`config.mk`:
```
export PLATFORM = sky130hd
export DESIGN_NAME = rsp_packet_framer
export DESIGN_NICKNAME = d
export VERILOG_FILES = /design/src/rtl/core/rpf_pkg.sv /design/src/rtl/core/rpf_front.sv /design/src/rtl/core/rpf_queue.sv /design/src/rtl/core/rpf_back.sv /design/src/rtl/core/rsp_packet_framer.sv
export SDC_FILE = /design/constraint.sdc
export NUM_CORES = 1
export LEC_CHECK = 0
export BUFFER_PORTS_ARGS = -buffer_cell sky130_fd_sc_hd__buf_2
export CAP_MARGIN = 30
export CORE_AREA = 2 2 85 87
export CTS_BUF_LIST = sky130_fd_sc_hd__clkbuf_16
export DETAILED_ROUTE_END_ITERATION = 12
export DIE_AREA = 0 0 87 89
export GPL_ROUTABILITY_DRIVEN = 0
export HOLD_SLACK_MARGIN = 0.03
export PLACE_DENSITY = 0.79
export RECOVER_POWER = 100
export SKIP_LAST_GASP = 1
export SYNTH_ARGS = -nofsm -noshare
export SYNTH_HDL_FRONTEND = slang
export SYNTH_HIERARCHICAL = 1
export SYNTH_SLANG_ARGS = --single-unit
```
`constraint.sdc`:
```
create_clock -name clk -period 6.1 [get_ports clk]
set_input_delay 0.61 -clock clk [delete_from_list [all_inputs] [get_ports clk]]
set_output_delay 0.61 -clock clk [all_outputs]
set_load 0.02 [all_outputs]
```
`src/rtl/core/rpf_pkg.sv`:
```
package rpf_pkg;

	// framing characters
	localparam logic [7:0] CH_START = 8'h24;
	localparam logic [7:0] CH_END   = 8'h23;
	localparam logic [7:0] CH_STAR  = 8'h2A;
	localparam logic [7:0] CH_ESC   = 8'h7D;
	localparam logic [7:0] ESC_XOR  = 8'h20;
	localparam logic [3:0] NIB_MASK = 4'hF;

	// default depth of the command queue between front and back
	localparam int QUEUE_DEPTH = 4;

	// step positions in the back end's per-command step vector
	localparam int STEP_START = 0;
	localparam int STEP_ESC   = 1;
	localparam int STEP_DATA  = 2;
	localparam int STEP_HASH  = 3;
	localparam int STEP_HI    = 4;
	localparam int STEP_LO    = 5;
	localparam int STEP_CNT   = 6;

	typedef logic [STEP_CNT-1:0] step_vec_t;

	// input word
	typedef struct packed {
		logic [7:0] payload_byte;
		logic       final_byte;
		logic       empty_packet;
	} item_t;

	// output word
	typedef struct packed {
		logic [7:0] out_byte;
		logic       packet_end;
	} word_t;

	// classified command handed from front to back
	typedef struct packed {
		logic       start;
		logic       esc;
		logic       data_en;
		logic       close;
		logic [7:0] data;
	} cmd_t;

	// uppercase ascii hex digit of the low nibble
	function automatic logic [7:0] hex_digit(input logic [3:0] v);
		logic [3:0] n;
		n = v & NIB_MASK;
		if (n < 4'd10) begin
			hex_digit = 8'h30 + {4'h0, n};
		end else begin
			hex_digit = 8'h37 + {4'h0, n};
		end
	endfunction

	// bytes that must be escaped inside a packet
	function automatic logic is_special(input logic [7:0] b);
		is_special = (b == CH_START) || (b == CH_END) || (b == CH_STAR) || (b == CH_ESC);
	endfunction

endpackage

```
`src/rtl/core/rpf_front.sv`:
```
module rpf_front (
	input  logic           clk,
	input  logic           arst_n,
	input  logic           item_valid,
	output logic           item_stall,
	input  rpf_pkg::item_t item,
	output logic           push_valid,
	output rpf_pkg::cmd_t  push_cmd,
	input  logic           queue_full
);

	logic in_packet_q;
	logic accept;
	logic special;

	assign accept     = item_valid && !queue_full;
	assign item_stall = queue_full;
	assign push_valid = item_valid;

	// classify the incoming word into a framing command
	always_comb begin
		special          = rpf_pkg::is_special(item.payload_byte);
		push_cmd.start   = !in_packet_q;
		push_cmd.data_en = !item.empty_packet;
		push_cmd.esc     = !item.empty_packet && special;
		push_cmd.close   = item.empty_packet || item.final_byte;
		push_cmd.data    = special ? (item.payload_byte ^ rpf_pkg::ESC_XOR)
		                           : item.payload_byte;
	end

	// packet open flag, follows the input stream alone
	always_ff @(posedge clk or negedge arst_n) begin
		if (!arst_n) begin
			in_packet_q <= 1'b0;
		end else if (accept) begin
			in_packet_q <= !(item.empty_packet || item.final_byte);
		end
	end

endmodule

```
`src/rtl/core/rpf_queue.sv`:
```
module rpf_queue #(
	parameter int DEPTH = rpf_pkg::QUEUE_DEPTH
) (
	input  logic          clk,
	input  logic          arst_n,
	input  logic          push_valid,
	input  rpf_pkg::cmd_t push_cmd,
	output logic          full,
	output logic          head_valid,
	output rpf_pkg::cmd_t head_cmd,
	input  logic          pop
);

	localparam int PW = (DEPTH > 1) ? $clog2(DEPTH) : 1;
	localparam int CW = $clog2(DEPTH + 1);
	localparam logic [PW-1:0] LAST_PTR = PW'(DEPTH - 1);
	localparam logic [CW-1:0] FULL_CNT = CW'(DEPTH);

	rpf_pkg::cmd_t  mem_q [DEPTH];
	logic [PW-1:0]  wr_ptr_q;
	logic [PW-1:0]  rd_ptr_q;
	logic [CW-1:0]  count_q;
	logic           do_push;
	logic           do_pop;

	assign full       = (count_q == FULL_CNT);
	assign head_valid = (count_q != '0);
	assign head_cmd   = mem_q[rd_ptr_q];
	assign do_push    = push_valid && !full;
	assign do_pop     = pop && head_valid;

	// storage
	always_ff @(posedge clk) begin
		if (do_push) begin
			mem_q[wr_ptr_q] <= push_cmd;
		end
	end

	// pointers and fill count
	always_ff @(posedge clk or negedge arst_n) begin
		if (!arst_n) begin
			wr_ptr_q <= '0;
			rd_ptr_q <= '0;
			count_q  <= '0;
		end else begin
			if (do_push) begin
				wr_ptr_q <= (wr_ptr_q == LAST_PTR) ? '0 : wr_ptr_q + 1'b1;
			end
			if (do_pop) begin
				rd_ptr_q <= (rd_ptr_q == LAST_PTR) ? '0 : rd_ptr_q + 1'b1;
			end
			if (do_push && !do_pop) begin
				count_q <= count_q + 1'b1;
			end else if (do_pop && !do_push) begin
				count_q <= count_q - 1'b1;
			end
		end
	end

endmodule

```
`src/rtl/core/rpf_back.sv`:
```
module rpf_back (
	input  logic           clk,
	input  logic           arst_n,
	input  logic           head_valid,
	input  rpf_pkg::cmd_t  head_cmd,
	output logic           pop,
	output logic           word_valid,
	input  logic           word_stall,
	output rpf_pkg::word_t word
);

	rpf_pkg::step_vec_t done_q;
	rpf_pkg::step_vec_t steps;
	rpf_pkg::step_vec_t pending;
	rpf_pkg::step_vec_t pick;
	logic [7:0]         sum_q;
	logic               valid_q;
	rpf_pkg::word_t     word_q;
	logic               advance;
	logic               emit;
	logic               last_step;
	rpf_pkg::word_t     next_word;

	assign advance    = !valid_q || !word_stall;
	assign emit       = advance && head_valid;
	assign word_valid = valid_q;
	assign word       = word_q;

	// steps still owed for the head command, lowest first
	always_comb begin
		steps                      = '0;
		steps[rpf_pkg::STEP_START] = head_cmd.start;
		steps[rpf_pkg::STEP_ESC]   = head_cmd.esc;
		steps[rpf_pkg::STEP_DATA]  = head_cmd.data_en;
		steps[rpf_pkg::STEP_HASH]  = head_cmd.close;
		steps[rpf_pkg::STEP_HI]    = head_cmd.close;
		steps[rpf_pkg::STEP_LO]    = head_cmd.close;
		pending   = steps & ~done_q;
		pick      = pending & (~pending + 1'b1);
		last_step = (pending == pick);
		pop       = emit && last_step;
	end

	// byte for the chosen step
	always_comb begin
		next_word.packet_end = 1'b0;
		next_word.out_byte   = head_cmd.data;
		if (pick[rpf_pkg::STEP_START]) begin
			next_word.out_byte = rpf_pkg::CH_START;
		end else if (pick[rpf_pkg::STEP_ESC]) begin
			next_word.out_byte = rpf_pkg::CH_ESC;
		end else if (pick[rpf_pkg::STEP_HASH]) begin
			next_word.out_byte = rpf_pkg::CH_END;
		end else if (pick[rpf_pkg::STEP_HI]) begin
			next_word.out_byte = rpf_pkg::hex_digit(sum_q[7:4]);
		end else if (pick[rpf_pkg::STEP_LO]) begin
			next_word.out_byte   = rpf_pkg::hex_digit(sum_q[3:0]);
			next_word.packet_end = 1'b1;
		end
	end

	// step tracking, checksum and output valid
	always_ff @(posedge clk or negedge arst_n) begin
		if (!arst_n) begin
			done_q  <= '0;
			sum_q   <= '0;
			valid_q <= 1'b0;
		end else begin
			if (advance) begin
				valid_q <= head_valid;
			end
			if (emit) begin
				done_q <= last_step ? '0 : (done_q | pick);
				if (pick[rpf_pkg::STEP_START] || pick[rpf_pkg::STEP_LO]) begin
					sum_q <= '0;
				end else if (pick[rpf_pkg::STEP_ESC] || pick[rpf_pkg::STEP_DATA]) begin
					sum_q <= sum_q + next_word.out_byte;
				end
			end
		end
	end

	// output word register
	always_ff @(posedge clk) begin
		if (emit) begin
			word_q <= next_word;
		end
	end

endmodule

```
`src/rtl/core/rsp_packet_framer.sv`:
```
// path: each item waits in the command queue; its words are registered at the output
// throughput: one output word per cycle while word_stall is low; an item yields 1 to 6
// words ('$', escape, data, '#', two checksum digits) from the single byte-wide output
// register; input words are taken every cycle while the queue has room
// reset: arst_n clears the open-packet flag, checksum, queue and output valid
module rsp_packet_framer #(
	parameter int QUEUE_DEPTH = rpf_pkg::QUEUE_DEPTH
) (
	input  logic           clk,
	input  logic           arst_n,
	input  logic           item_valid,
	output logic           item_stall,
	input  rpf_pkg::item_t item,
	output logic           word_valid,
	input  logic           word_stall,
	output rpf_pkg::word_t word
);

	logic          push_valid;
	rpf_pkg::cmd_t push_cmd;
	logic          queue_full;
	logic          head_valid;
	rpf_pkg::cmd_t head_cmd;
	logic          pop;

	// classify input words
	rpf_front u_front (
		.clk        (clk),
		.arst_n     (arst_n),
		.item_valid (item_valid),
		.item_stall (item_stall),
		.item       (item),
		.push_valid (push_valid),
		.push_cmd   (push_cmd),
		.queue_full (queue_full)
	);

	// command queue
	rpf_queue #(
		.DEPTH (QUEUE_DEPTH)
	) u_queue (
		.clk        (clk),
		.arst_n     (arst_n),
		.push_valid (push_valid),
		.push_cmd   (push_cmd),
		.full       (queue_full),
		.head_valid (head_valid),
		.head_cmd   (head_cmd),
		.pop        (pop)
	);

	// emit framed bytes
	rpf_back u_back (
		.clk        (clk),
		.arst_n     (arst_n),
		.head_valid (head_valid),
		.head_cmd   (head_cmd),
		.pop        (pop),
		.word_valid (word_valid),
		.word_stall (word_stall),
		.word       (word)
	);

endmodule

```
==> results of run 1 <==
-- per-layer routing --
layer  track usage (%)  vias to the layer above  routed length, um
met1              27.1                     1280               3270
met5                 0                        -                  0
met3              6.46                       26                421
met4              10.5                        0                225
li1                  -                     1175                  -
met2              39.1                      102               4170
-- synthesized netlist by cell type (all sizes together), types with 3 or more instances --
cell / count / area (um^2)
edfxtp: 57 / 1710
dfrtp: 23 / 576
nand2: 19 / 78.8
nor2: 19 / 71.3
a21oi: 16 / 80.1
ha: 15 / 188
buf: 14 / 105
mux4: 12 / 270
o21ai: 12 / 63.8
inv: 11 / 41.3
nor2b: 7 / 61.3
xnor2: 7 / 61.3
a22o: 6 / 52.6
a31oi: 6 / 37.5
mux2: 5 / 63.8
xor2: 5 / 43.8
a211oi: 4 / 30.0
nand2b: 4 / 25.0
o211ai: 4 / 30.0
or3: 4 / 30.0
a21o: 3 / 22.5
and2: 3 / 18.8
nand3: 3 / 15.0
nor3: 3 / 15.0
nor3b: 3 / 33.8
-- worst paths after layout --
check,startpoint,end,slack [ns],depth (start not counted)
max,u_queue/count_q[0]$_DFFE_PN0P_,u_queue/count_q[1]$_DFFE_PN0P_,1.11,9
min,u_queue/count_q[2]$_DFFE_PN0P_,u_queue/count_q[2]$_DFFE_PN0P_,0.49,1
max reg2reg,u_queue/count_q[0]$_DFFE_PN0P_,u_queue/count_q[1]$_DFFE_PN0P_,1.11,9
min reg2reg,u_queue/count_q[2]$_DFFE_PN0P_,u_queue/count_q[2]$_DFFE_PN0P_,0.49,1
max in group asynchronous,arst_n,u_front/in_packet_q$_DFFE_PN0P_,4.80,1
min in group asynchronous,arst_n,u_back/sum_q[7]$_DFFE_PN0P_,0.54,1
-- cell families (layout without fill, tap and decap cells) --
kind of cell / count (synthesis) / count (layout) / share of synthesized area, %
AO/OA/AOI/OAI: 68 / 68 / 12.0
flip-flops: 80 / 80 / 56.5
adder cells (fa/ha/maj): 18 / 18 / 5.90
AND/OR/NAND/NOR: 76 / 76 / 11.1
XOR/XNOR: 12 / 12 / 2.60
multiplexers: 17 / 17 / 8.25
buffers and inverters: 26 / 52 / 3.71
-- critical path, cell delays in order, from the launching register on --
cell and delay [ns]:
dfrtp_1 0.43, or3_1 0.19, a21boi_0 1.96, o221ai_1 0.58, a221oi_4 0.51, nand2_1 0.21
ha_1 0.26, inv_1 0.07, fa_1 0.39, mux2_2 0.26
-- power by group --
| part | total, uW | leakage (uW) | switching [uW] | internal [uW] |
|---|---|---|---|---|
| Clock | 548 | 0.000148 | 226 | 322 |
| Sequential | 943 | 0.000805 | 159 | 784 |
| Combinational | 1260 | 0.000652 | 730 | 528 |
| Total | 2750 | 0.00161 | 1110 | 1630 |
-- sequential cells by signal, indices dropped and copies added (netlist names) --
name / count
u_queue/wr_ptr_q: 2
u_queue/mem_q: 48
u_back/word: 9
u_queue/rd_ptr_q: 2
u_back/word_valid: 1
u_queue/count_q: 3
u_back/sum_q: 8
u_back/done_q: 6
u_front/in_packet_q: 1
-- metrics by stage --
stage | setup slack, ns | hold WS [ns] | utilization (%) | power [uW]
2_1_floorplan | 2.58 | 0.314 | - | 1940
3_3_place_gp | 1.83 | 0.481 | 61.9 | 2180
3_5_place_dp | 1.80 | 0.504 | 62.0 | 2220
4_1_cts | 1.73 | 0.279 | 66.6 | 2790
5_1_grt | 0.881 | 0.498 | 65.3 | 2920
6_report | 1.11 | 0.489 | 65.3 | 2750
-- cell type report --
type,count,area [um^2]
fill,501,2330
multi-input combinational,191,1560
timing repair buffer,25,98.8
clock buffer,9,225
tap,80,100
sequential,80,2290
clock inverter,7,80.1
inverter,11,41.3
==> results.env, run 1 <==
STATUS='complete, but fails checks'
VIOLATIONS='max-capacitance violations, max-slew violations'
CORE.ROWCOUNT=30
TOP_FF_CELL_SYNTH='edfxtp_1'
ARRIVAL_NS=5.21
GRT-OVFL-TOTAL=0
TIGHTESTPINTRANSITION_NS=2.61
SYNTH_NETS=328
SYNTH_SEQ_AREA_SHARE_PCT=56.5
DPL-INSTANCE-AREA_UM2=4170
POST-CTS-SETUP-BUFFERS=0
YOSYSWARNINGCOUNT=6
TOTALWIRELENGTH_MM=8.09
FINALCRITICALPERIOD_NS=4.99
CLOCK-SKEW-FINAL_NS=0.00736
CORE_AREA_UM2=6720
POST_CTS_HOLD_BUFFER_COUNT=0
WORST_HOLD_PATH_TYPE='reg2reg'
VIAS=2583
CLOCK_TREE.BUFFER_DEPTH=2
ANTENNA_FOUND_INITIAL=0
CLK_SLEW_ON_WORST_S_H_PATHS_NS=0.06
SYNTH_SEQ_CELLS=80
FINAL_NET_COUNT=349
CRIT_REQUIRED_NS=6.32
CTSHTREEMAXLEVEL=3
END_KIND='register'
SLEW_VIOLATIONS=19
STDCELL_COUNT=403
REPORT.FINAL.HOLD_VIOL_COUNT=0
MAPPED_AREA_UM2=4050
WORST_SETUP_PATH_START_KIND='register'
CLOCK_TREE_FROM_TRITONCTS='yes'
DPL.HPWL_MM=5.46
RSZ0062_AT_GRT='no'
POWERDENSITY_nW_PER_UM2=626
WORST_REL_SLEW_SLACK_PCT=-75.3
TIMING.FINAL.SETUP_VIOLATIONS=0
SETUP_TOTAL_NEGATIVE_SLACK_NS=0
MAX_CAP_VIOL_COUNT=1
CRIT_TYPE='reg2reg'
GRT_PASS1_WL_MM=13.0
DRT-PASS1-ITER-COUNT=5
YS_ASYNC_SR_FRACTION_PCT=28.7
PORT-BUFFER-COUNT=24
DETAIL_ROUTE.DRC_VIOLATIONS=0
PLACE_INST=387
TRITONCTS_NUM_SINKS=80
DIEWIDTH_UM=87
DRT_ITER0_DRC=247
MAXCLOCKFREQUENCY_GHz=0.200
SYN_INST=297
POWER.IR.VDD_WORST_mV=0.260
BOUNDARYPINS=25
MAXIMUM_NUMBER_OF_PINS_ON_ONE_NET_BEFORE_GLOBAL_ROUTE_REPAIR=24
TOTAL_CLOCK_BUFFERS_CREATED_BY_CTS=9
SYNTH_EDF_COUNT=57
CLKLATENCYLATEPIN_NS=0.33
FINAL_DESIGN_AREA_NO_FILL_UM2=4390
DIEHEIGHT_UM=89
POWER.LEAKAGE_uW=0.00161
ANTENNA_CELLS_INSERTED=0
DIE-AREA_UM2=7740
ANT_NETS=0
CRITICAL_PATH_PEAK_FANOUT=18
YOSYSUNIQUECELLTYPES=60
LAYOUT.CELLS.MOST_COMMON_LIST='edfxtp_1, dfrtp_1, clkbuf_1'
MOST_COMMON_CELL_AFTER_LAYOUT_FILL_AND_TAPS_ASIDE='edfxtp_1'
POSTSYNTHAREAPERCELL_UM2=13.6
WL_PER_CELL_UM=20.1
POST_CTS_RESIZED=0
AREA.GROWTH.SYNTH_TO_FINAL_PCT=8.47
FIRST_GLOBAL_VIAS=2559
FLOORPLAN.INITIALDENSITY_PCT=60.2
MIN_PERIOD_OVER_PERIOD_PCT=81.8
VIAS_PER_CELL=6.41
GRT.TOTAL_USAGE_PCT=22.9
CLOCKROOTBUFFER='clkbuf_16'
FINAL_LAYOUT_SIZE_SUFFIX_GT1_SHARE_PCT=13.9
No activity file was read; power rests on OpenSTA's default activity.
==> inputs of run 2 (changes only) <==
- CORE_AREA: 2 2 85 87 -> 2 2 89 91
- DIE_AREA: 0 0 87 89 -> 0 0 91 93
- PLACE_DENSITY: 0.79 -> 0.76
- clock period: 6.1 -> 4.1 ns (I/O delays scaled with it)
==> run 2 against run 1 <==
  * The flow now finishes without violations
  * Clock skew down 0.00090 ns
  * Via count decreased by 3.8%
  * Count of clock-buffer cells in the layout did not move
  * Sequential share of layout area is 0.24 points lower
  * Die area up 9.3%
  * Worst setup slack lost 0.89 ns
  * Cell area increased by 0.51%
  * First-iteration DRC count shrank 38%
  * Power grew 44%
  * Register-to-register slack got worse by 0.89 ns
  * Cell count is 6.7% higher
  * Global-route usage down 3.4 points
==> results.env, run 2 (same netlist as run 1, synthesis figures left out) <==
DRT_ITER0_DRC=153
CRIT_REQUIRED_NS=4.32
POWER.IR.VDD_WORST_mV=0.443
TOTAL_CLOCK_BUFFERS_CREATED_BY_CTS=9
WORST_HOLD_PATH_TYPE='in2reg'
TIMING.FINAL.SETUP_VIOLATIONS=0
FIRST_GLOBAL_VIAS=2458
REGISTER_AREA_UM2=2290
CRIT_TYPE='reg2reg'
WL_PER_CELL_UM=17.6
MAXIMUM_NUMBER_OF_PINS_ON_ONE_NET_BEFORE_GLOBAL_ROUTE_REPAIR=24
ANT_NETS=0
TRITONCTS_NUM_SINKS=80
CRIT-REG2REG-CAPTURE='u_queue/count_q[1]$_DFFE_PN0P_'
DIEWIDTH_UM=91
TIGHTESTPINTRANSITION_NS=1.40
POWERDENSITY_nW_PER_UM2=899
CLK_SLEW_ON_WORST_S_H_PATHS_NS=0.06
FINALCRITICALPERIOD_NS=3.89
FF2FF_PATH_DEPTH=10
CLKLATENCYLATEPIN_NS=0.33
FLOORPLAN.INITIALDENSITY_PCT=53.8
REPORT.FINAL.HOLD_VIOL_COUNT=0
MIN_PERIOD_OVER_PERIOD_PCT=94.8
VIAS=2486
DPL.HPWL_MM=5.43
PORT-BUFFER-COUNT=24
SLEW_VIOLATIONS=0
MOST_COMMON_CELL_AFTER_LAYOUT_FILL_AND_TAPS_ASIDE='edfxtp_1'
WORST_REL_SLEW_SLACK_PCT=6.39
POWER.LEAKAGE_uW=0.00160
POST_CTS_HOLD_BUFFER_COUNT=0
PLACE_INST=414
DETAIL_ROUTE.DRC_VIOLATIONS=0
CLOCK_TREE_FROM_TRITONCTS='yes'
END_KIND='register'
MULTIINPUTGATEAREA_UM2=1550
AREA.GROWTH.SYNTH_TO_FINAL_PCT=9.03
GRT.TOTAL_USAGE_PCT=19.5
LARGEST_REGISTER_FFS=48
BOUNDARYPINS=25
ANTENNA_CELLS_INSERTED=0
HP-START='word_stall'
REGMOSTFLOPS='u_queue/mem_q'
WHS_PATH_DEPTH=2
REGTOREGSTARTPOINT='u_queue/rd_ptr_q[0]$_DFFE_PN0P_'
RSZ0062_AT_GRT='no'
WORST_SETUP_PATH_START_KIND='register'
MAX_CAP_VIOL_COUNT=0
TOTAL_POWER_uW=3970
FINAL_LAYOUT_SIZE_SUFFIX_GT1_SHARE_PCT=14.6
CLOCKROOTBUFFER='clkbuf_16'
FINAL_NET_COUNT=354
STDCELL_COUNT=430
WHS_ENDPOINT='u_back/word_valid$_DFFE_PN0N_'
ARRIVAL_NS=4.10
CLOCK-SKEW-FINAL_NS=0.00645
CLOCK_TREE.BUFFER_DEPTH=2
CORE.ROWCOUNT=32
POST_CTS_RESIZED=0
DIE-AREA_UM2=8460
CRITICAL_PATH_PEAK_FANOUT=11
NUMBER_OF_INSERTED_FILLER_CELLS_IN_THE_FINAL_LAYOUT=620
STATUS='finished clean'
CTSHTREEMAXLEVEL=3
GRT-OVFL-TOTAL=0
GRT_PASS1_WL_MM=12.6
MAXCLOCKFREQUENCY_GHz=0.257
TOTALWIRELENGTH_MM=7.55
SETUP_TOTAL_NEGATIVE_SLACK_NS=0
VIAS_PER_CELL=5.78
POST-CTS-SETUP-BUFFERS=0
ANTENNA_FOUND_INITIAL=0
DRT-PASS1-ITER-COUNT=4
CORE_AREA_UM2=7530
R2R_SETUP_SLACK_NS=0.21
LAYOUT.CELLS.MOST_COMMON_LIST='edfxtp_1, clkbuf_1, dfrtp_1'
DIEHEIGHT_UM=93
==> run 2: layout make-up <==
type / count / share of cell area, %
Sequential cell: 80 / 51.9
Multi-Input combinational cell: 191 / 35.1
Clock buffer: 9 / 5.10
Timing Repair Buffer: 30 / 2.92
Tap cell: 102 / 2.89
Clock inverter: 7 / 1.22
Inverter: 11 / 0.936
==> run 2: worst max-delay path: stages, from the launching register on <==
cell and delay, ns:
dfrtp_2 0.50, mux4_2 0.57, nor2b_1 0.19, or3_1 0.50, maj3_1 0.41, a221oi_1 0.50
nand2_4 0.12, ha_1 0.23, inv_1 0.07, fa_1 0.39, mux2_2 0.27
==> run 2: per-layer routing <==
metal  share of wire [%]  up-vias  track usage, %
met5                   0        -               0
met4                 2.0        0            6.94
met3                 5.2       15            5.16
met2                  49       83            31.9
met1                  44     1211            25.5
li1                    -     1177               -
==> run 2: per-stage QoR <==
stage | worst slack, ns | cell area [um^2] | hold WS (ns) | utilization (%)
2_1_floorplan | 0.584 | 4050 | 0.114 | -
3_3_place_gp | 0.136 | 4220 | 0.442 | 56.1
3_5_place_dp | 0.150 | 4230 | 0.448 | 56.2
4_1_cts | 0.139 | 4510 | 0.0931 | 59.9
5_1_grt | 0.0114 | 4410 | 0.297 | 58.6
6_report | 0.214 | 4410 | 0.293 | 58.6
==> run 2: worst max-delay path by stage <==
stage          slack, ns  cells after the start                             from                             end
2_1_floorplan       0.58                     16  u_queue/rd_ptr_q[0]$_DFFE_PN0P_     u_back/sum_q[6]$_DFFE_PN0P_
3_3_place_gp        0.14                     12  u_queue/rd_ptr_q[0]$_DFFE_PN0P_     u_back/sum_q[7]$_DFFE_PN0P_
3_5_place_dp        0.15                     12  u_queue/rd_ptr_q[0]$_DFFE_PN0P_     u_back/sum_q[7]$_DFFE_PN0P_
4_1_cts             0.14                     12  u_queue/rd_ptr_q[0]$_DFFE_PN0P_     u_back/sum_q[7]$_DFFE_PN0P_
5_1_grt             0.01                     12  u_queue/rd_ptr_q[0]$_DFFE_PN0P_     u_back/sum_q[7]$_DFFE_PN0P_
6_report            0.21                     10  u_queue/rd_ptr_q[0]$_DFFE_PN0P_  u_queue/count_q[1]$_DFFE_PN0P_
==> run 2: power by group <==
part | switching (uW) | internal [uW]
registers | 207 | 1170
logic | 1070 | 795
clock network | 319 | 413
total | 1590 | 2380
==> inputs of run 3 (changes only) <==
- ABC_AREA: not set -> 1
- CORE_AREA: 2 2 89 91 -> 2 2 93 95
- DIE_AREA: 0 0 91 93 -> 0 0 95 97
- PLACE_DENSITY: 0.76 -> 0.74
- TNS_END_PERCENT: not set -> 50
==> run 3 against run 2 <==
  * Count of clock-buffer cells in the layout stayed put
  * Synthesized cell count is 53% higher
  * Sequential power is 3% lower
  * Clock power is 8.9% higher
  * Maximum frequency is 5.5% higher
  * Core utilization is 0.41 points lower
  * Critical path depth is 8 higher
  * Worst hold slack better by 0.0094 ns
  * Critical path type unchanged
  * Critical endpoint is now u_back/sum_q[6]$_DFFE_PN0P_
  * Largest cell class unchanged
==> results.env, run 3 <==
STATUS='finished clean'
POWER.NET_SWITCHING_uW=2020
LARGEST_REGISTER_FFS=48
SHARE_CLK_OF_TOTAL_POWER_PCT=17.8
POWER.LEAKAGE_uW=0.00213
TOTAL_CLOCK_BUFFERS_CREATED_BY_CTS=9
CORE_AREA_UM2=8130
ANTENNA_CELLS_INSERTED=0
REGMOSTFLOPS='u_queue/mem_q'
TIGHTESTPINTRANSITION_NS=1.32
SYNTH.TOP_CELL.AREA_SHARE_PCT=39.1
END_KIND='register'
CLK_SLEW_ON_WORST_S_H_PATHS_NS=0.06
POWER.IR.VDD_WORST_mV=0.365
DIEWIDTH_UM=95
MAPPED_AREA_UM2=4380
P_INT_uW=2450
ARRIVAL_NS=3.94
LAYOUT.CELLS.MOST_COMMON_LIST='nand2_1, inv_1, edfxtp_1'
TOTAL_POWER_uW=4470
TRITONCTS_NUM_SINKS=80
YS_ASYNC_SR_FRACTION_PCT=28.7
WORST_HOLD_PATH_TYPE='in2reg'
DRT_ITER0_DRC=117
YOSYSWARNINGCOUNT=6
CLOCKROOTBUFFER='clkbuf_16'
FLOORPLAN.INITIALDENSITY_PCT=53.9
GRT_PASS1_WL_MM=14.4
MAXCLOCKFREQUENCY_GHz=0.272
SLEW_VIOLATIONS=0
CRIT_TYPE='reg2reg'
FINAL_NET_COUNT=509
MAXIMUM_NUMBER_OF_PINS_ON_ONE_NET_BEFORE_GLOBAL_ROUTE_REPAIR=24
SETUP_SLACK_NS=0.418
ANT_NETS=0
DIE-AREA_UM2=9220
TIMING.FINAL.SETUP_VIOLATIONS=0
BOUNDARYPINS=25
DPL-INSTANCE-AREA_UM2=4520
FINAL_DESIGN_AREA_NO_FILL_UM2=4740
SETUP_TOTAL_NEGATIVE_SLACK_NS=0
PORT-BUFFER-COUNT=24
NUMBER_OF_INSERTED_FILLER_CELLS_IN_THE_FINAL_LAYOUT=691
CRIT_REQUIRED_NS=4.35
VIAS_PER_CELL=5.28
FINAL_STANDARD_CELL_UTILIZATION_OF_THE_CORE_PCT=58.2
PRE_CTS_SLACK_NS=0.540
VIAS=3104
SYNTH.TOP_CELLS.BY_AREA='edfxtp_1, dfrtp_1, nand2_1'
DRT-PASS1-ITER-COUNT=5
FINALCRITICALPERIOD_NS=3.68
REPORT.FINAL.HOLD_VIOL_COUNT=0
POST-CTS-SETUP-BUFFERS=0
CRITICAL_PATH_PEAK_FANOUT=19
CLOCK_TREE_FROM_TRITONCTS='yes'
YOSYSUNIQUECELLTYPES=35
WORST_SETUP_PATH_START_KIND='register'
POWERDENSITY_nW_PER_UM2=944
WL_PER_CELL_UM=14.3
CLOCK-SKEW-FINAL_NS=0.00572
CLKLATENCYLATEPIN_NS=0.33
DETAIL_ROUTE.DRC_VIOLATIONS=0
YOSYSMOSTFREQUENTCELL='nand2_1'
CTSHTREEMAXLEVEL=3
ANTENNA_FOUND_INITIAL=0
SYNTH_EDF_COUNT=57
AREA.GROWTH.SYNTH_TO_FINAL_PCT=8.05
SYNTH_NETS=486
SW_FRAC_OF_TOTAL_PCT=45.2
MOST_COMMON_CELL_AFTER_LAYOUT_FILL_AND_TAPS_ASIDE='nand2_1'
CORE.ROWCOUNT=33
MAX_CAP_VIOL_COUNT=0
DIEHEIGHT_UM=97
SYNTH_SEQ_CELLS=80
SYNTH_TOP_AREA_CELL='edfxtp_1'
POST_CTS_RESIZED=0
SYNTH_SEQ_AREA_SHARE_PCT=52.2
SEQPWRFRAC_PCT=30.1
POWER_FRAC_COMB_PCT=52.1
CLOCK_TREE.BUFFER_DEPTH=2
SYN_INST=455
FINAL_LAYOUT_SIZE_SUFFIX_GT1_SHARE_PCT=11.6
GRT-OVFL-TOTAL=0
POSTSYNTHAREAPERCELL_UM2=9.63
TOTALWIRELENGTH_MM=8.44
POST_CTS_HOLD_BUFFER_COUNT=0
DPL.HPWL_MM=6.21
MIN_PERIOD_OVER_PERIOD_PCT=89.8
FIRST_GLOBAL_VIAS=3127
TOP_FF_CELL_SYNTH='edfxtp_1'
GRT.TOTAL_USAGE_PCT=20.3
RSZ0062_AT_GRT='no'
SYNTH.TOP_CELLS.BY_COUNT='nand2_1, inv_1, edfxtp_1'
WORST_REL_SLEW_SLACK_PCT=11.9
-- run 3: cells by family after synthesis --
group                    synth area share (%)
buffers and inverters                    11.6
adder cells (fa/ha/maj)                  5.20
AND/OR/NAND/NOR                          19.5
flip-flops                               52.2
AO/OA/AOI/OAI                            10.3
XOR/XNOR                                 1.20
-- run 3: final timing paths --
kind                       slack (ns)                        endpoint  cells after the start                       startpoint
min in group asynchronous        0.36  u_queue/count_q[2]$_DFFE_PN0P_                      1                           arst_n
max reg2reg                      0.42     u_back/sum_q[6]$_DFFE_PN0P_                     18  u_queue/rd_ptr_q[0]$_DFFE_PN0P_
max in group asynchronous        2.96     u_back/sum_q[7]$_DFFE_PN0P_                      1                           arst_n
min reg2reg                      0.51  u_queue/count_q[2]$_DFFE_PN0P_                      2   u_queue/count_q[2]$_DFFE_PN0P_
max                              0.42     u_back/sum_q[6]$_DFFE_PN0P_                     18  u_queue/rd_ptr_q[0]$_DFFE_PN0P_
min                              0.30   u_back/word_valid$_DFFE_PN0N_                      3                       word_stall
-- run 3: area by class of cell --
| class | count | area, um^2 | area share [%] |
|---|---|---|---|
| Inverter | 89 | 334 | 7.05 |
| Sequential cell | 80 | 2290 | 48.3 |
| Tap cell | 105 | 131 | 2.77 |
| Multi-Input combinational cell | 267 | 1550 | 32.8 |
| Timing Repair Buffer | 31 | 133 | 2.80 |
| Clock buffer | 9 | 225 | 4.76 |
| Clock inverter | 7 | 71.3 | 1.51 |
-- run 3: per-stage QoR --
stage                     hold slack (ns)  instances
after floorplan                     0.114        455
after global placement              0.438        569
after detailed placement            0.438        572
after CTS                          0.0867        588
after global routing                0.348        588
final                               0.303        588
-- run 3: metal layers --
layer / wire, um / GRT usage (%) / vias to the layer above / share of wire [%]
met1: 3640 / 25.7 / 1484 / 43
met4: 125 / 7.47 / 0 / 1.5
met3: 300 / 3.50 / 12 / 3.6
met5: 0 / 0 / - / 0
met2: 4370 / 34.4 / 63 / 52
li1: - / - / 1545 / -
-- run 3: power groups by stage --
stage | Clock [uW] | Combinational, uW | Sequential, uW
6_report | 797 | 2330 | 1340
2_1_floorplan | 0 | 1920 | 1370
4_1_cts | 807 | 2410 | 1340
3_3_place_gp | 0 | 2300 | 1350
3_5_place_dp | 0 | 2390 | 1360
5_1_grt | 849 | 2640 | 1380
-- run 3: worst max-delay path: stages (launching register included) --
cell      delay [ns]
dfrtp_1         0.60
buf_4           0.31
o211ai_1        0.19
nand2_1         0.15
nand2_4         0.12
nand3_1         0.22
nor2_4          0.27
inv_1           0.17
o21a_1          0.14
o21ai_0         0.08
a21oi_1         0.16
fa_1            0.47
nand3_1         0.12
nand3_1         0.08
nand2_1         0.08
a21boi_0        0.10
o21ai_0         0.16
nand2_1         0.06
o21ai_0         0.14
